### config.mk
export PLATFORM = sky130hd
export DESIGN_NAME = gimbal_aim_angle_speed_split_top
export DESIGN_NICKNAME = d
export VERILOG_FILES = /design/src/design/gaas_pkg.sv /design/src/design/gimbal_aim_angle_speed_split_top.sv
export VERILOG_INCLUDE_DIRS = /design/src /design/src/design
export SDC_FILE = /design/constraint.sdc
export NUM_CORES = 2
export LEC_CHECK = 0
export BUFFER_PORTS_ARGS = -buffer_cell sky130_fd_sc_hd__buf_2
export CAP_MARGIN = 20
export CORE_MARGIN = 5
export CORE_UTILIZATION = 60
export DETAILED_ROUTE_END_ITERATION = 10
export PLACE_DENSITY = 0.88
export SLEW_MARGIN = 20
export SYNTH_ARGS = -nofsm -noshare
export SYNTH_HDL_FRONTEND = slang
export SYNTH_SLANG_ARGS = --single-unit
export TNS_END_PERCENT = 100
### constraint.sdc
create_clock -name clk -period 14 [get_ports clk]
set_clock_uncertainty 0.05 [all_clocks]
set_input_delay 1.4 -clock clk [delete_from_list [all_inputs] [get_ports clk]]
set_output_delay 1.4 -clock clk [all_outputs]
set_load 0.05 [all_outputs]
### src/design/gimbal_aim_angle_speed_split_top_macros.svh
// ----------------------------------------------------------------------------
// Assertion macros for the gimbal aim block
// Each macro expands to a concurrent assertion in simulation and to nothing
// when SYNTHESIS is defined. The clock is clk and the reset is arst_n.
// ----------------------------------------------------------------------------
`ifndef GIMBAL_AIM_ANGLE_SPEED_SPLIT_TOP_MACROS_SVH
`define GIMBAL_AIM_ANGLE_SPEED_SPLIT_TOP_MACROS_SVH
`ifndef SYNTHESIS
// Same-cycle implication.
`define GAAS_ASSERT_IMP(lbl, ante, cons) \
	lbl: assert property (@(posedge clk) disable iff (!arst_n) (ante) |-> (cons)) \
		else $error("assertion failed");
// Next-cycle implication.
`define GAAS_ASSERT_NXT(lbl, ante, cons) \
	lbl: assert property (@(posedge clk) disable iff (!arst_n) (ante) |=> (cons)) \
		else $error("assertion failed");
`else
`define GAAS_ASSERT_IMP(lbl, ante, cons)
`define GAAS_ASSERT_NXT(lbl, ante, cons)
`endif
`endif

### src/design/gaas_pkg.sv
// ----------------------------------------------------------------------------
// Gimbal aim package
// Types, constants and the arctangent table shared by the gimbal aim block.
// ----------------------------------------------------------------------------
`timescale 1ns / 1ps

package gaas_pkg;

	// Field widths.
	localparam int CoordW = 20;
	localparam int SpeedW = 16;
	localparam int AngleW = 16;
	localparam int CfgAddrW = 2;
	localparam int CfgDataW = 20;

	// Register indexes of the configuration port.
	localparam logic [CfgAddrW-1:0] REG_PLANE_DIST  = 2'd0;
	localparam logic [CfgAddrW-1:0] REG_BASE_SPEED  = 2'd1;
	localparam logic [CfgAddrW-1:0] REG_YAW_INIT    = 2'd2;
	localparam logic [CfgAddrW-1:0] REG_PITCH_INIT  = 2'd3;

	localparam logic [CoordW-1:0] PLANE_DIST_RESET = 20'd256;

	// Iteration counts (last index of each loop).
	localparam logic [4:0] SQRT_LAST   = 5'd28;
	localparam logic [4:0] CORDIC_LAST = 5'd19;
	localparam logic [4:0] DIV_LAST    = 5'd15;

	localparam logic signed [22:0] ANG_LIMIT = 23'sd25736;

	typedef enum logic [3:0] {
		ST_IDLE,
		ST_MUL_A,
		ST_MUL_B,
		ST_MUL_SUM,
		ST_SQRT,
		ST_CORDIC,
		ST_ANG_DONE,
		ST_SPD_MUL,
		ST_DIV_LD,
		ST_DIV,
		ST_FIN
	} state_t;

	typedef enum logic [1:0] {
		JOB_YAW,
		JOB_PITCH,
		JOB_SPEED
	} job_t;

	// atan(2^-i) in Q.20, rounded; exact powers of two from i = 7 on.
	function automatic logic [19:0] atan_q20(input logic [4:0] i);
		logic [19:0] t;
		case (i)
			5'd0: t = 20'd823550;
			5'd1: t = 20'd486170;
			5'd2: t = 20'd256879;
			5'd3: t = 20'd130396;
			5'd4: t = 20'd65451;
			5'd5: t = 20'd32757;
			5'd6: t = 20'd16383;
			default: t = 20'd1 << (5'd20 - i);
		endcase
		return t;
	endfunction

endpackage

### src/design/gimbal_aim_angle_speed_split_top.sv
// ----------------------------------------------------------------------------
// Gimbal aim angle and speed split
// Turns a target point into yaw and pitch angles and splits a base speed
// between the two axes by the move from the previous point.
// ----------------------------------------------------------------------------
// Usage:
// An input transfer on s_* carries target_x and target_y (signed 12.8). Each
// input gives exactly one result transfer on m_* with yaw_angle, pitch_angle
// (Q2.14 radians) and yaw_speed, pitch_speed. Registers are written through
// cfg_we / cfg_addr / cfg_wdata; the user must write them only while the block
// is idle, which the block itself does not enforce. Each item works out both
// angles; when the point has moved, it also takes the length of the move and
// splits the base speed. When the plane distance and the point are both zero,
// the CORDIC is skipped for both angles. s_tready is high only in the idle
// state. The work is done by one shared 20x20 multiplier, a two-bit-a-cycle
// square root unit (29 steps, run once per angle and once for a move), a
// 20-step CORDIC and a one-bit-a-cycle divider (16 steps per axis).
// The result sits in an output register; the next item can be taken while
// it waits. If the receiver stalls, a finished second item waits in its last
// state until the output register frees up.
// Reset sets the plane distance to 1.0 and the other registers to zero,
// clears the previous point and falls back to the initial speeds.
// ----------------------------------------------------------------------------
`timescale 1ns / 1ps
`include "gimbal_aim_angle_speed_split_top_macros.svh"

module gimbal_aim_angle_speed_split_top (
	input  logic                              clk,
	input  logic                              arst_n,
	// Configuration write port.
	input  logic                              cfg_we,
	input  logic [gaas_pkg::CfgAddrW-1:0]     cfg_addr,
	input  logic [gaas_pkg::CfgDataW-1:0]     cfg_wdata,
	// Input stream.
	input  logic                              s_tvalid,
	output logic                              s_tready,
	input  logic [39:0]                       s_tdata,  // target_x, target_y
	// Output stream.
	output logic                              m_tvalid,
	input  logic                              m_tready,
	output logic [63:0]                       m_tdata   // yaw_angle, pitch_angle,
	                                                    // yaw_speed, pitch_speed
);
	import gaas_pkg::*;

	// Configuration registers.
	logic [CoordW-1:0] plane_dist_q;
	logic [SpeedW-1:0] base_speed_q;
	logic [SpeedW-1:0] yaw_init_q;
	logic [SpeedW-1:0] pitch_init_q;

	// Item state.
	state_t state_q, state_d;
	job_t   job_q;
	logic   axis_q;
	logic [4:0] cnt_q;
	logic signed [CoordW-1:0] x_q, y_q, last_x_q, last_y_q;
	logic [CoordW-1:0] ax_q, ay_q;
	logic moved_q, has_moved_q, zero_q;
	logic [SpeedW-1:0] held_yaw_q, held_pitch_q;

	// Shared datapath registers.
	logic [39:0] prod_q, acc_q;
	logic [57:0] rad_q;
	logic [28:0] root_q, dq_q;
	logic [31:0] rem_q;
	logic signed [31:0] nx_q, ny_q;
	logic signed [22:0] z_q;
	logic [15:0] div_lo_q, quo_q;
	logic [AngleW-1:0] yaw_ang_q, pitch_ang_q;

	// Output register.
	logic              m_valid_q;
	logic [63:0]       m_data_q;

	logic accept, out_free;
	logic signed [CoordW-1:0] in_x, in_y, num;
	logic signed [CoordW:0] dx, dy;
	logic [CoordW-1:0] abs_x, abs_y, other_abs;
	logic [CoordW-1:0] mul_a, mul_b;
	logic [39:0] mul_p;
	logic [40:0] sq_sum;
	logic [31:0] sq_rem_sh, sq_trial, sq_rem_n;
	logic sq_ge;
	logic [28:0] sq_root_n;
	logic signed [31:0] cx_sh, cy_sh;
	logic signed [22:0] c_t, z_rnd;
	logic [AngleW-1:0] ang_sat;
	logic [31:0] dv_rem_sh, dv_rem_n;
	logic dv_ge;
	logic [15:0] quo_n;

	assign in_x = s_tdata[19:0];
	assign in_y = s_tdata[39:20];
	assign s_tready = (state_q == ST_IDLE);
	assign accept = s_tvalid && s_tready;
	assign out_free = !m_valid_q || m_tready;
	assign m_tvalid = m_valid_q;
	assign m_tdata = m_data_q;

	// Move from the previous point and its magnitudes.
	assign dx = {in_x[CoordW-1], in_x} - {last_x_q[CoordW-1], last_x_q};
	assign dy = {in_y[CoordW-1], in_y} - {last_y_q[CoordW-1], last_y_q};
	assign abs_x = x_q[CoordW-1] ? CoordW'(-x_q) : CoordW'(x_q);
	assign abs_y = y_q[CoordW-1] ? CoordW'(-y_q) : CoordW'(y_q);
	assign num = (job_q == JOB_YAW) ? x_q : y_q;
	assign other_abs = (job_q == JOB_YAW) ? abs_y : abs_x;

	// Shared multiplier operand selection.
	always_comb begin
		mul_a = plane_dist_q;
		mul_b = plane_dist_q;
		case (state_q)
			ST_MUL_A: begin
				mul_a = (job_q == JOB_SPEED) ? ax_q : plane_dist_q;
				mul_b = mul_a;
			end
			ST_MUL_B: begin
				mul_a = (job_q == JOB_SPEED) ? ay_q : other_abs;
				mul_b = mul_a;
			end
			ST_SPD_MUL: begin
				mul_a = {4'd0, base_speed_q};
				mul_b = axis_q ? ay_q : ax_q;
			end
			default: begin
				mul_a = plane_dist_q;
				mul_b = plane_dist_q;
			end
		endcase
	end
	assign mul_p = mul_a * mul_b;
	assign sq_sum = {1'b0, acc_q} + {1'b0, prod_q};

	// Square root step: two radicand bits per cycle.
	assign sq_rem_sh = {rem_q[29:0], rad_q[57:56]};
	assign sq_trial = {1'b0, root_q, 2'b01};
	assign sq_ge = (sq_rem_sh >= sq_trial);
	assign sq_rem_n = sq_ge ? (sq_rem_sh - sq_trial) : sq_rem_sh;
	assign sq_root_n = {root_q[27:0], sq_ge};

	// CORDIC vectoring step with floor shifts.
	assign cx_sh = nx_q >>> cnt_q;
	assign cy_sh = ny_q >>> cnt_q;
	assign c_t = signed'({3'd0, atan_q20(cnt_q)});

	// Q.20 to Q2.14 rounding with saturation.
	always_comb begin
		z_rnd = (z_q + 23'sd32) >>> 6;
		if (z_rnd > ANG_LIMIT) begin
			ang_sat = AngleW'(ANG_LIMIT);
		end else if (z_rnd < -ANG_LIMIT) begin
			ang_sat = AngleW'(-ANG_LIMIT);
		end else begin
			ang_sat = z_rnd[AngleW-1:0];
		end
	end

	// Restoring division step: one quotient bit per cycle.
	assign dv_rem_sh = {rem_q[30:0], div_lo_q[15]};
	assign dv_ge = (dv_rem_sh >= {3'd0, dq_q});
	assign dv_rem_n = dv_ge ? (dv_rem_sh - {3'd0, dq_q}) : dv_rem_sh;
	assign quo_n = {quo_q[14:0], dv_ge};

	// Sequencer next state.
	always_comb begin
		state_d = state_q;
		case (state_q)
			ST_IDLE:     if (accept) begin state_d = ST_MUL_A; end
			ST_MUL_A:    state_d = ST_MUL_B;
			ST_MUL_B:    state_d = ST_MUL_SUM;
			ST_MUL_SUM:  state_d = ST_SQRT;
			ST_SQRT: begin
				if (cnt_q == 5'd0) begin
					if (job_q == JOB_SPEED) begin
						state_d = ST_SPD_MUL;
					end else if (sq_root_n == 29'd0 && num == '0) begin
						state_d = ST_ANG_DONE;
					end else begin
						state_d = ST_CORDIC;
					end
				end
			end
			ST_CORDIC:   if (cnt_q == CORDIC_LAST) begin state_d = ST_ANG_DONE; end
			ST_ANG_DONE: begin
				if (job_q == JOB_YAW || moved_q) begin
					state_d = ST_MUL_A;
				end else begin
					state_d = ST_FIN;
				end
			end
			ST_SPD_MUL:  state_d = ST_DIV_LD;
			ST_DIV_LD:   state_d = ST_DIV;
			ST_DIV: begin
				if (cnt_q == 5'd0) begin
					state_d = axis_q ? ST_FIN : ST_SPD_MUL;
				end
			end
			ST_FIN:      if (out_free) begin state_d = ST_IDLE; end
			default:     state_d = ST_IDLE;
		endcase
	end

	// Control state.
	always_ff @(posedge clk or negedge arst_n) begin
		if (!arst_n) begin
			state_q <= ST_IDLE;
			job_q <= JOB_YAW;
			axis_q <= 1'b0;
			cnt_q <= '0;
			plane_dist_q <= PLANE_DIST_RESET;
			base_speed_q <= '0;
			yaw_init_q <= '0;
			pitch_init_q <= '0;
			last_x_q <= '0;
			last_y_q <= '0;
			held_yaw_q <= '0;
			held_pitch_q <= '0;
			has_moved_q <= 1'b0;
			m_valid_q <= 1'b0;
		end else begin
			state_q <= state_d;
			// Register writes.
			if (cfg_we) begin
				case (cfg_addr)
					REG_PLANE_DIST: plane_dist_q <= cfg_wdata;
					REG_BASE_SPEED: base_speed_q <= cfg_wdata[SpeedW-1:0];
					REG_YAW_INIT:   yaw_init_q <= cfg_wdata[SpeedW-1:0];
					REG_PITCH_INIT: pitch_init_q <= cfg_wdata[SpeedW-1:0];
					default: ;
				endcase
			end
			// Output valid: loaded by a finished item, cleared by a result transfer.
			if (state_q == ST_FIN && out_free) begin
				m_valid_q <= 1'b1;
			end else if (m_tready) begin
				m_valid_q <= 1'b0;
			end
			case (state_q)
				ST_IDLE: begin
					if (accept) begin
						job_q <= JOB_YAW;
						last_x_q <= in_x;
						last_y_q <= in_y;
					end
				end
				ST_MUL_SUM: cnt_q <= SQRT_LAST;
				ST_SQRT: begin
					if (cnt_q != 5'd0) begin
						cnt_q <= cnt_q - 5'd1;
					end else begin
						cnt_q <= '0;
						axis_q <= 1'b0;
					end
				end
				ST_CORDIC: cnt_q <= cnt_q + 5'd1;
				ST_ANG_DONE: job_q <= (job_q == JOB_YAW) ? JOB_PITCH : JOB_SPEED;
				ST_DIV_LD: cnt_q <= DIV_LAST;
				ST_DIV: begin
					if (cnt_q != 5'd0) begin
						cnt_q <= cnt_q - 5'd1;
					end else begin
						if (axis_q) begin
							held_pitch_q <= quo_n;
						end else begin
							held_yaw_q <= quo_n;
						end
						axis_q <= 1'b1;
					end
				end
				ST_FIN: begin
					if (out_free && moved_q) begin
						has_moved_q <= 1'b1;
					end
				end
				default: ;
			endcase
		end
	end

	// Datapath registers.
	always_ff @(posedge clk) begin
		case (state_q)
			ST_IDLE: begin
				if (accept) begin
					x_q <= in_x;
					y_q <= in_y;
					ax_q <= dx[CoordW] ? CoordW'(-dx) : CoordW'(dx);
					ay_q <= dy[CoordW] ? CoordW'(-dy) : CoordW'(dy);
					moved_q <= (dx != '0) || (dy != '0);
				end
			end
			ST_MUL_A: prod_q <= mul_p;
			ST_MUL_B: begin
				acc_q <= prod_q;
				prod_q <= mul_p;
			end
			ST_MUL_SUM: begin
				rad_q <= {1'b0, sq_sum, 16'd0};
				root_q <= '0;
				rem_q <= '0;
			end
			ST_SQRT: begin
				rad_q <= {rad_q[55:0], 2'b00};
				root_q <= sq_root_n;
				rem_q <= sq_rem_n;
				if (cnt_q == 5'd0) begin
					dq_q <= sq_root_n;
					nx_q <= {3'd0, sq_root_n};
					ny_q <= {{4{num[CoordW-1]}}, num, 8'd0};
					z_q <= '0;
					zero_q <= (sq_root_n == 29'd0) && (num == '0);
				end
			end
			ST_CORDIC: begin
				if (!ny_q[31]) begin
					nx_q <= nx_q + cy_sh;
					ny_q <= ny_q - cx_sh;
					z_q <= z_q + c_t;
				end else begin
					nx_q <= nx_q - cy_sh;
					ny_q <= ny_q + cx_sh;
					z_q <= z_q - c_t;
				end
			end
			ST_ANG_DONE: begin
				if (job_q == JOB_YAW) begin
					yaw_ang_q <= zero_q ? '0 : ang_sat;
				end else begin
					pitch_ang_q <= zero_q ? '0 : ang_sat;
				end
			end
			ST_SPD_MUL: prod_q <= mul_p;
			ST_DIV_LD: begin
				rem_q <= {4'd0, prod_q[35:8]};
				div_lo_q <= {prod_q[7:0], 8'd0};
				quo_q <= '0;
			end
			ST_DIV: begin
				rem_q <= dv_rem_n;
				div_lo_q <= {div_lo_q[14:0], 1'b0};
				quo_q <= quo_n;
			end
			ST_FIN: begin
				if (out_free) begin
					m_data_q[15:0] <= yaw_ang_q;
					m_data_q[31:16] <= pitch_ang_q;
					if (moved_q || has_moved_q) begin
						m_data_q[47:32] <= held_yaw_q;
						m_data_q[63:48] <= held_pitch_q;
					end else begin
						m_data_q[47:32] <= yaw_init_q;
						m_data_q[63:48] <= pitch_init_q;
					end
				end
			end
			default: ;
		endcase
	end

	// The square root remainder never exceeds twice the partial root.
	`GAAS_ASSERT_IMP(a_sqrt_rem, state_q == ST_SQRT, rem_q <= {2'd0, root_q, 1'b0})
	// A split speed never exceeds the base speed.
	`GAAS_ASSERT_IMP(a_div_bound, state_q == ST_DIV && cnt_q == 5'd0, quo_n <= base_speed_q)
	// The CORDIC counter stays within the iteration range.
	`GAAS_ASSERT_IMP(a_cordic_cnt, state_q == ST_CORDIC, cnt_q <= CORDIC_LAST)
	// An accepted item always starts with the first multiply.
	`GAAS_ASSERT_NXT(a_start, accept, state_q == ST_MUL_A && job_q == JOB_YAW)

endmodule

==> results <==
- The logic depth of the worst register-to-register path is 30.
- Once layout is done, the placed cells without fillers occupy 63700 sq um.
- The wire length per cell is 23.8 um.
- Timing would allow up to 86.8 MHz.
- The most common cell in the netlist is nand2_1.
- The pin count of the biggest net entering global routing is 99.
- The number of global-route vias before repair came to 49.0k.
- The shortest clock period the worst path allows after layout is 11520 ps.
- For this block, the initial DRC count from the detailed router was 6400.
- For the pin with the worst max-slew slack, the measured transition is 1200 ps.
- The number of hold buffers added after CTS was 0.
- For hold timing, the worst endpoint is m_tdata[6].
- After global routing the overflow that remains totals 0.
- The initial antenna violation count is 4.
- The source-to-sink clock delay at the later pin of the worst-skew pair is 670 ps.
- The critical hold path startpoint is yaw_ang_q[6].
- The die covers 105000 sq um.
- The share of flip-flops with an asynchronous set or reset after synthesis is 0.236.
- The most used flip-flop cell after synthesis is edfxtp_1.
- Synthesis produced a netlist with a net count of 7035.
- The clock sink count is 653.
- The critical register-to-register path endpoint is prod_q[37].
- The run finished with clean final reports.
- The dominant cell type by count on the critical path is fa_1.
- Buffers inserted during clock tree synthesis total 74.
- Across all register-to-register paths, the minimum setup slack is 2480 ps.
- STA puts the critical path data arrival time at 11840 ps.
- After detailed routing, the total wire length is 182000 um.
- The die height is 325 um.
- The number of buffers added on ports is 132.
- The number of flops mapped to enable cells by yosys is 499.
- The number of gates resized after CTS was 0.
- The worst register-to-register path begins at state_q[0].
- After global routing, the most crowded layer is met2.
- Setup repair after global routing left no endpoint under its margin.
- The total cell area at the placement stage is 61200 sq um.
- After technology mapping, the gate count stands at 6252.
- In the final design database the tool counted 7044 nets.
- The post-synthesis sequential element count is 653.
- CTS placed an instance of clkbuf_16 at the clock tree root.
- The level count of the clock H-tree is 3.
- The area growth from synthesis to final layout is 7.22%.
- The number of standard-cell rows in the floorplan is 115.
- Counting instances in the post-synthesis netlist gives the leading cell types as 637 x nand2_1, 613 x inv_1, 539 x nor2_1.
- Across the run, the number of max-cap violations was 0.
- The I/O pin total is 133.
- The total standard cell area after synthesis is 59400 sq um.
- The die span in x is 325 um.
- The number of hold-slack violations in the final timing report is 0.
- The number of pins exceeding their max-slew limit in the final report was 0.
- The area fraction of the dominant cell type after synthesis is 0.252.
- Post-CTS timing repair inserted 0 buffers for setup.
- Sorting the synthesized cells by area gives the leading types as edfxtp_1 25%, fa_1 11%, ha_1 8.2%.
- The critical path required time is 14320 ps.
- For this configuration, the core starts out at a cell density of 0.604.
- The sequential area share after synthesis is 0.317.
- For met1 alone, demand over resource in global routing was 0.447.
- Along the worst path, the maximum fanout reaches 22.
- The via count of the routed design is 49.9k.
- During synthesis, Yosys emitted a total of 0 warnings.
- The deepest clock path buffer count is 3.
- The ratio of final minimum period to clock period is 0.823.
- The half-perimeter wire length after placement is 137000 um.
- Setup violations remaining at the end of the flow were counted as 0.
- The tightest min-delay check is of the reg -> reg type.
- For this run, the detailed router's first-pass iteration total came to 8.
- Clock-pin slew was measured on the worst setup and hold paths at 60 ps.
- The core region area is 98300 sq um.
- For the final routed database, the setup TNS stands at 0 ps.
- STA classifies the critical path startpoint as a register.
- After detailed routing, the number of remaining DRC violations is 0.
- The global placement routability congestion is 1.03.
- Dividing the synthesized area by the synthesized cell count gives 9.50 sq um.
- The master of the slowest instance on the critical path is nor2b_2.
- In this run the tightest slew margin relative to its limit is 0.196.
- For met2 alone, demand over resource in global routing was 0.526.
- Yosys mapped the design onto 104 distinct sky130hd cell types.
- The mean number of vias per cell is 6.56.
- In this design, the stage delay of the slowest critical-path cell is 920 ps.
- In the final layout, the share of cells above drive strength 1 is 0.106.
- The met3 demand-to-capacity share in global routing is 0.0756.
- STA classifies the critical path endpoint as a register.
- The critical setup path kind is reg -> reg.
- Counting instances, the worst hold path has a depth of 0.
- The TritonCTS clock tree is done.
- On the final layout, the worst hold slack is 368 ps.
- The biggest area contributor in the post-synthesis netlist is edfxtp_1.
- The detail route stage leaves a number of antenna-violating nets equal to 0.
- The global-route wire length before repair is 282000 um.
- For this run, the total global-route usage over all layers was measured as 0.336.
## metrics by stage
| stage | setup WS (ps) | cells | utilization |
|---|---|---|---|
| 2_1_floorplan | 4060 | 6252 | - |
| 3_3_place_gp | 3200 | 7469 | 0.623 |
| 3_5_place_dp | 2800 | 7469 | 0.623 |
| 4_1_cts | 2700 | 7606 | 0.647 |
| 5_1_grt | 1900 | 7609 | 0.648 |
| 6_report | 2480 | 7613 | 0.648 |
## final cells by class
cell class / instances / area, sq um
clock buffer: 90 / 1960
clock inverter: 47 / 432
tap: 1287 / 1610
fill: 7700 / 34600
timing repair buffer: 212 / 1310
inverter: 616 / 2310
multi-input combinational: 4704 / 37200
antenna: 4 / 10.0
sequential: 653 / 18900
## cell usage in the layout, fill, tap and decap left out, drive strengths merged, types with 59 or more instances in the layout
master	count
nand2	637
inv	625
nor2	539
edfxtp	499
ha	389
o21ai	388
a21oi	377
fa	327
xnor2	231
buf	212
mux2	178
dfrtp	153
xor2	135
mux2i	133
a21o	120
clkbuf	90
nand3	86
nor3	80
nand2b	64
mux4	63
and3	62
o21a	61
and2	59
## worst max-delay path by stage
stage,cells past startpoint,from,end
finish,30,state_q[0],prod_q[37]
global route,30,state_q[0],prod_q[37]
CTS,30,state_q[0],prod_q[33]
detailed placement,30,state_q[0],prod_q[33]
global placement,30,state_q[0],prod_q[33]
floorplan,30,state_q[2],prod_q[33]
## per-layer routing
layer / part of all wire / up-vias / wire (um)
li1: - / 22100 / -
met1: 0.38 / 24000 / 69600
met2: 0.44 / 3107 / 80800
met3: 0.11 / 649 / 20700
met4: 0.058 / 2 / 10500
met5: 0.000050 / - / 9
## critical path, delay by kind of cell, from the launching register on
kind / cells / cell delay (ps)
DFF: 1 / 800
buffers and inverters: 5 / 730
adders and majority gates: 8 / 4120
AOI/OAI and AO/OA: 9 / 2970
and+or+nand+nor: 7 / 2420
xor gates and xnor gates: 1 / 120
## registers in the layout, indices dropped and copies added (netlist names), 23 cells and up
signal and count:
z_q 23, root_q 29, dq_q 29, m_tdata 64, rad_q 42, acc_q 40
ny_q 32, nx_q 32, prod_q 40, rem_q 31
## cells by family (layout without fill, tap and decap cells)
family,count (synthesis),in the layout,synth area share
XOR/XNOR,368,368,0.0547
AO/OA/AOI/OAI,1465,1465,0.158
multiplexers,374,374,0.0803
AND/OR/NAND/NOR,1780,1780,0.138
adder cells (fa/ha/maj),717,717,0.192
buffers and inverters,895,965,0.0594
flip-flops,653,653,0.317
other,0,4,0
Power is left out: the tool's default activity adds up to more than one toggle a clock period on the data nets, which glitch-free logic cannot reach.
